===== src/hdl/brbc_pkg.sv =====
// Shared types and constants for the chunked byte ring buffer.
package brbc_pkg;

  localparam int unsigned STORE_DEPTH_DEF = 1024;
  localparam int unsigned MAX_READ_RUN    = 64;

  localparam int unsigned FUNC_W = 3;
  localparam int unsigned BYTE_W = 8;
  localparam int unsigned LEN_W  = 7;
  localparam int unsigned FILL_W = 11;
  localparam int unsigned CAP_W  = 11;

  localparam int unsigned PADDR_W = 2;
  localparam int unsigned PDATA_W = 32;

  localparam logic [PADDR_W-1:0] REG_CAPACITY_ADDR = 2'd0;
  localparam logic [CAP_W-1:0]   CAPACITY_RESET    = 11'd1024;

  typedef enum logic [FUNC_W-1:0] {
    FUNC_PUSH    = 3'd0,
    FUNC_POP     = 3'd1,
    FUNC_DISCARD = 3'd2,
    FUNC_PEEK    = 3'd3,
    FUNC_CLEAR   = 3'd4
  } func_e;

  typedef enum logic [1:0] {
    ST_IDLE,
    ST_EXEC,
    ST_STREAM
  } ctl_state_e;

  typedef struct packed {
    logic [FUNC_W-1:0] func;
    logic [BYTE_W-1:0] data_in;
    logic              chunk_end;
    logic [LEN_W-1:0]  length;
  } in_item_t;

  typedef struct packed {
    logic [BYTE_W-1:0] data_out;
    logic              has_byte;
    logic              status;
    logic [FILL_W-1:0] fill_level;
    logic              last;
  } out_item_t;

  // controller -> datapath
  typedef struct packed {
    logic latch;        // capture the input beat
    logic exec_single;  // run a one-result operation
    logic start_stream; // start a pop/peek stream, issue the first read; a pop commits
    logic emit;         // move one read byte to the output register
  } ctl_cmd_t;

  // datapath -> controller
  typedef struct packed {
    logic is_stream;
    logic out_free;
    logic emit_last;
  } dp_stat_t;

endpackage


===== src/hdl/brbc_ctrl.sv =====
// Sequencing state machine for the chunked byte ring buffer.
module brbc_ctrl (
  input  logic                clk_i,
  input  logic                rst_ni,
  input  logic                in_valid_i,
  output logic                in_stall_o,
  input  brbc_pkg::dp_stat_t  stat_i,
  output brbc_pkg::ctl_cmd_t  cmd_o
);
  import brbc_pkg::*;

  ctl_state_e state_q, state_d;

  always_ff @(posedge clk_i or negedge rst_ni) begin
    if (!rst_ni) begin
      state_q <= ST_IDLE;
    end else begin
      state_q <= state_d;
    end
  end

  always_comb begin
    state_d    = state_q;
    cmd_o      = '0;
    in_stall_o = 1'b1;
    case (state_q)
      ST_IDLE: begin
        in_stall_o = 1'b0;
        if (in_valid_i) begin
          cmd_o.latch = 1'b1;
          state_d     = ST_EXEC;
        end
      end
      ST_EXEC: begin
        if (stat_i.is_stream) begin
          cmd_o.start_stream = 1'b1;
          state_d            = ST_STREAM;
        end else if (stat_i.out_free) begin
          cmd_o.exec_single = 1'b1;
          state_d           = ST_IDLE;
        end
      end
      ST_STREAM: begin
        if (stat_i.out_free) begin
          cmd_o.emit = 1'b1;
          if (stat_i.emit_last) begin
            state_d = ST_IDLE;
          end
        end
      end
      default: begin
        state_d = ST_IDLE;
      end
    endcase
  end

endmodule


===== config.mk =====
export PLATFORM = sky130hd
export DESIGN_NAME = brbc_ctrl
export DESIGN_NICKNAME = d
export VERILOG_FILES = /design/src/hdl/brbc_pkg.sv /design/src/hdl/brbc_ctrl.sv
export SDC_FILE = /design/constraint.sdc
export NUM_CORES = 1
export LEC_CHECK = 0
export BUFFER_PORTS_ARGS = -buffer_cell sky130_fd_sc_hd__buf_2
export CAP_MARGIN = 15
export CORE_AREA = 2 2 39 41
export DETAILED_ROUTE_END_ITERATION = 8
export DIE_AREA = 0 0 41 43
export SLEW_MARGIN = 20
export SYNTH_ARGS = -nofsm -noshare
export SYNTH_HDL_FRONTEND = slang
export SYNTH_SLANG_ARGS = --single-unit

===== constraint.sdc =====
create_clock -name clk_i -period 0.89 [get_ports clk_i]
set_clock_uncertainty 0.05 [all_clocks]
set_input_delay 0.178 -clock clk_i [delete_from_list [all_inputs] [get_ports clk_i]]
set_output_delay 0.178 -clock clk_i [all_outputs]
set_load 0.01 [all_outputs]

# --- Word-level counts from Yosys, hierarchy flattened ---
# Index checks and enable logic that the tools add are counted.
op_classes:
  eq_ne: 6
  mux: 14
  reduce_logical: 2
op_table:
  columns: ["operator", "count"]
  rows:
  - ["two-way mux 2 bit", 6]
  - ["two-way mux 1 bit", 7]
  - ["inequality test 2 bit (second input constant)", 3]
  - ["one-hot mux 2 bit (3 select lines)", 1]
  - ["AND reduction 4 bit", 1]
  - ["inequality test 3 bit (second input constant)", 1]
  - ["== test 2 x 1 -> 1 bit (second input constant)", 1]
  - ["== test 2 bit (second input constant)", 1]
  - ["zero test 2 bit", 1]
word_totals:
  regBits: 2
  elab_cells: 23

# --- Logic depth before layout (Yosys ltp) ---
logic_depth:
  word_depth: 3
  ltp_mapped: 2
  mapped_depth_nobuf: 2

# --- Worst setup path after synthesis ---
# Ideal clock, no wire load.
synth_path:
  kind: "flip-flop to output port"
  from: "register state_q[1]"
  to: "output port cmd_o[2] in the netlist's numbering"
  arrival_time_ps: 755
  t_required_ps: 662
  path_slack_ps: -93
  stages_incl_launch_ff: 3
  n_path_buf: 0
  path_cell_list: "dfrtp_1 nor2b_4 and3b_1"
synth_rtl:
  columns: ["item", "line_no", "source"]
  rows:
  - ["start: declaration", "brbc_ctrl.sv:12", "ctl_state_e state_q, state_d;"]
  - ["start signal: assignment", "brbc_ctrl.sv:18", "state_q <= state_d;"]
  - ["end: declaration", "brbc_ctrl.sv:8", "output brbc_pkg::ctl_cmd_t cmd_o"]

==> reports/metrics.cfg <==
[status]
status = complete, but fails checks
violations = negative setup slack

[timing]
timing.setup.tns_ns = -2.40
finalCritPeriodShare_pct = 148
slew_viol_final = 0
final_hold_viol_count = 0
relSlewSlack_pct = 89.9
rsz0062_at_grt = true
setup_viol = 7
fin_crit_ns = 1.31
layout_setup_ws_ns = -0.424
worst_slew_pin_slew_ns = 0.151
max_freq_mhz = 761

[synthesis]
avgSynthCellArea_um2 = 11.3
synth_top_area_share_pct = 37.0
synth-main-ff-cell = dfrtp_1
synth_warnings = 0
ys_seq_elements = 2
ys_seq_area_share_pct = 37.0
synth.distinct_cells = 11
synthCells = 12
synth.area.top_cells = dfrtp_1 (37%), nor2b_4 (10%), nor3b_2 (9.3%), and3b_2 (7.4%), a21o_2 (6.5%)
synth-edff-count = 0
syn_nets = 18
yosysMostFrequentCell = dfrtp_1
netlist_area_um2 = 135
synthArstFlopShare_pct = 100
synth_area_leader_cell = dfrtp_1

[detailed_routing]
wl_um = 347
num_vias = 154
ant_nets = 0
wl_per_cell_um = 7.71
dr.pass1.iters = 4
vias_per_cell = 3.42
drc = 0
drtIter0Drc = 3

[floorplan]
initial_core_util_pct = 9.76
ios = 11
fp.coreArea_um2 = 1380
chipWidth_um = 41
die-area_um2 = 1760
die_y_um = 43
std_cell_rows = 14

[placed_design]
dpl_cell_area_um2 = 221
dp.cells = 40
globalplace.congestion = 0.467
numPortBuffers = 10

[worst_hold_path]
hp-class = input pin to flop
hp-start = stat_i[2]

[critical_path]
r2r_start = state_q[0]$_DFFE_PN0P_
crit_end = cmd_o[2]
timing.rr.end = state_q[1]$_DFFE_PN0P_
path_class = flop to output port
crit_start = state_q[0]$_DFFE_PN0P_
r2r_slack_ns = -0.26
rr_worst_depth = 4
arrival_ns = 1.09
crit_fanout = 5
required_ns = 0.66
critPathLaunchType = flop
end_kind = output port

[global_route]
grt_pass1_wl_um = 538
grt-ovfl-total = 0
grt_max_degree = 6
gr-usage-all-layers_pct = 5.32
antenna_found_initial = 0
grt_pass1_vias = 157

[power]
vdd_drop_max_mv = 0.562
cellPowerDensity_nw_per_um2 = 2870
seq_power_share_pct = 23.1
intPower_mw = 0.584
pwr-share-comb_pct = 52.9
p_sw_share_pct = 30.0
total_power_mw = 0.835
pwr-share-clk_pct = 23.9
power.switching_mw = 0.251
leakage_nw = 0.152

[final_layout]
reg.largest.list = state_q: 2 flops
diodes = 0
drive_gt1_share_pct = 82.8
fin_cells = 45
regMostFlops = state_q
fin_util_pct = 21.1
synthToLayoutAreaGrowth_pct = 116
nNetsFinal = 37
largest_register_ffs = 2
stdcell_area_um2 = 292

[job]
maxCapViolations = 0

[clock_tree]
cts_htree_levels = 1
path_clk_slew_ns = 0.03
worst_skew_pair.late_latency_ns = 0.22
clock-sinks = 2
clk_path_buf_depth = 2
cts_root_buf = clkbuf_4
cts_tree = done
cts_made_buffers = 3

==> worst max-delay path, stage by stage (launching register included) <==
cell     delay [ns]
dfrtp_1        0.40
nor2b_4        0.14
and3b_2        0.20
buf_6          0.12
==> layout make-up <==
| type | count | area (um^2) |
|---|---|---|
| clock buffers | 3 | 22.5 |
| fillers | 161 | 1090 |
| flip-flops and latches | 2 | 51.3 |
| well taps | 16 | 20.0 |
| multi-input cells | 10 | 86.3 |
| repair buffers | 14 | 111 |
==> power groups by stage <==
stage	clock network [mW]	logic [mW]	registers (mW)
3_3_place_gp	0	0.328	0.189
2_1_floorplan	0	0.190	0.179
5_1_grt	0.225	0.488	0.198
3_5_place_dp	0	0.329	0.191
4_1_cts	0.216	0.413	0.195
6_report	0.200	0.442	0.193
==> logic make-up (layout without fill, tap and decap cells) <==
| kind of cell | after synthesis | count (layout) | share of synthesized area (%) |
|---|---|---|---|
| and+or+nand+nor | 7 | 7 | 46.3 |
| AOI/OAI and AO/OA | 3 | 3 | 16.7 |
| DFF | 2 | 2 | 37.0 |
| buffers and inverters | 0 | 17 | 0 |
==> layer usage <==
metal  vias up  routed length, um  part of all wire (%)  track usage [%]
met5         -                  0                     0                0
met4         0                  0                     0             10.0
met3         0                 29                   8.4             1.57
met2         7                203                    59             7.19
met1        69                114                    33             3.86
li1         78                  -                     -                -
==> how the worst min path moves through the flow <==
stage / end / slack [ns] / cells past startpoint
detailed placement: state_q[1]$_DFFE_PN0P_ / -0.08 / 1
floorplan: state_q[0]$_DFFE_PN0P_ / -0.17 / 0
global placement: state_q[1]$_DFFE_PN0P_ / -0.09 / 1
CTS: state_q[1]$_DFFE_PN0P_ / 0.19 / 2
finish: state_q[1]$_DFFE_PN0P_ / 0.19 / 2
global route: state_q[1]$_DFFE_PN0P_ / 0.21 / 2
==> placed cells by master (no fill, tap or decap) <==
cell	instances
a22o_1	1
and3b_2	2
a21o_2	1
a21oi_1	1
buf_6	5
dfrtp_1	1
nor2b_4	1
nor2_1	1
buf_4	2
nor3b_2	1
or2_2	1
clkbuf_4	3
dfrtp_2	1
buf_2	6
and2_2	1
dlygate4sd3_1	1
==> through the flow <==
| step | hold slack [ns] | setup slack (ns) |
|---|---|---|
| finish | 0.193 | -0.424 |
| global route | 0.213 | -0.475 |
| CTS | 0.189 | -0.446 |
| detailed placement | -0.0847 | -0.216 |
| global placement | -0.0856 | -0.210 |
| floorplan | -0.168 | -0.0882 |
==> what timing repair did <==
| item | in CTS | in global routing |
|---|---|---|
| setup endpoints to repair | 7 | 7 |
| setup buffers | 1 | 0 |
| hold buffers | 1 | 0 |
| pin swaps | 2 | 1 |
| resized for setup | 5 | 1 |
| endpoints found under the hold margin | 2 | 0 |
No activity file was read; power rests on OpenSTA's default activity.
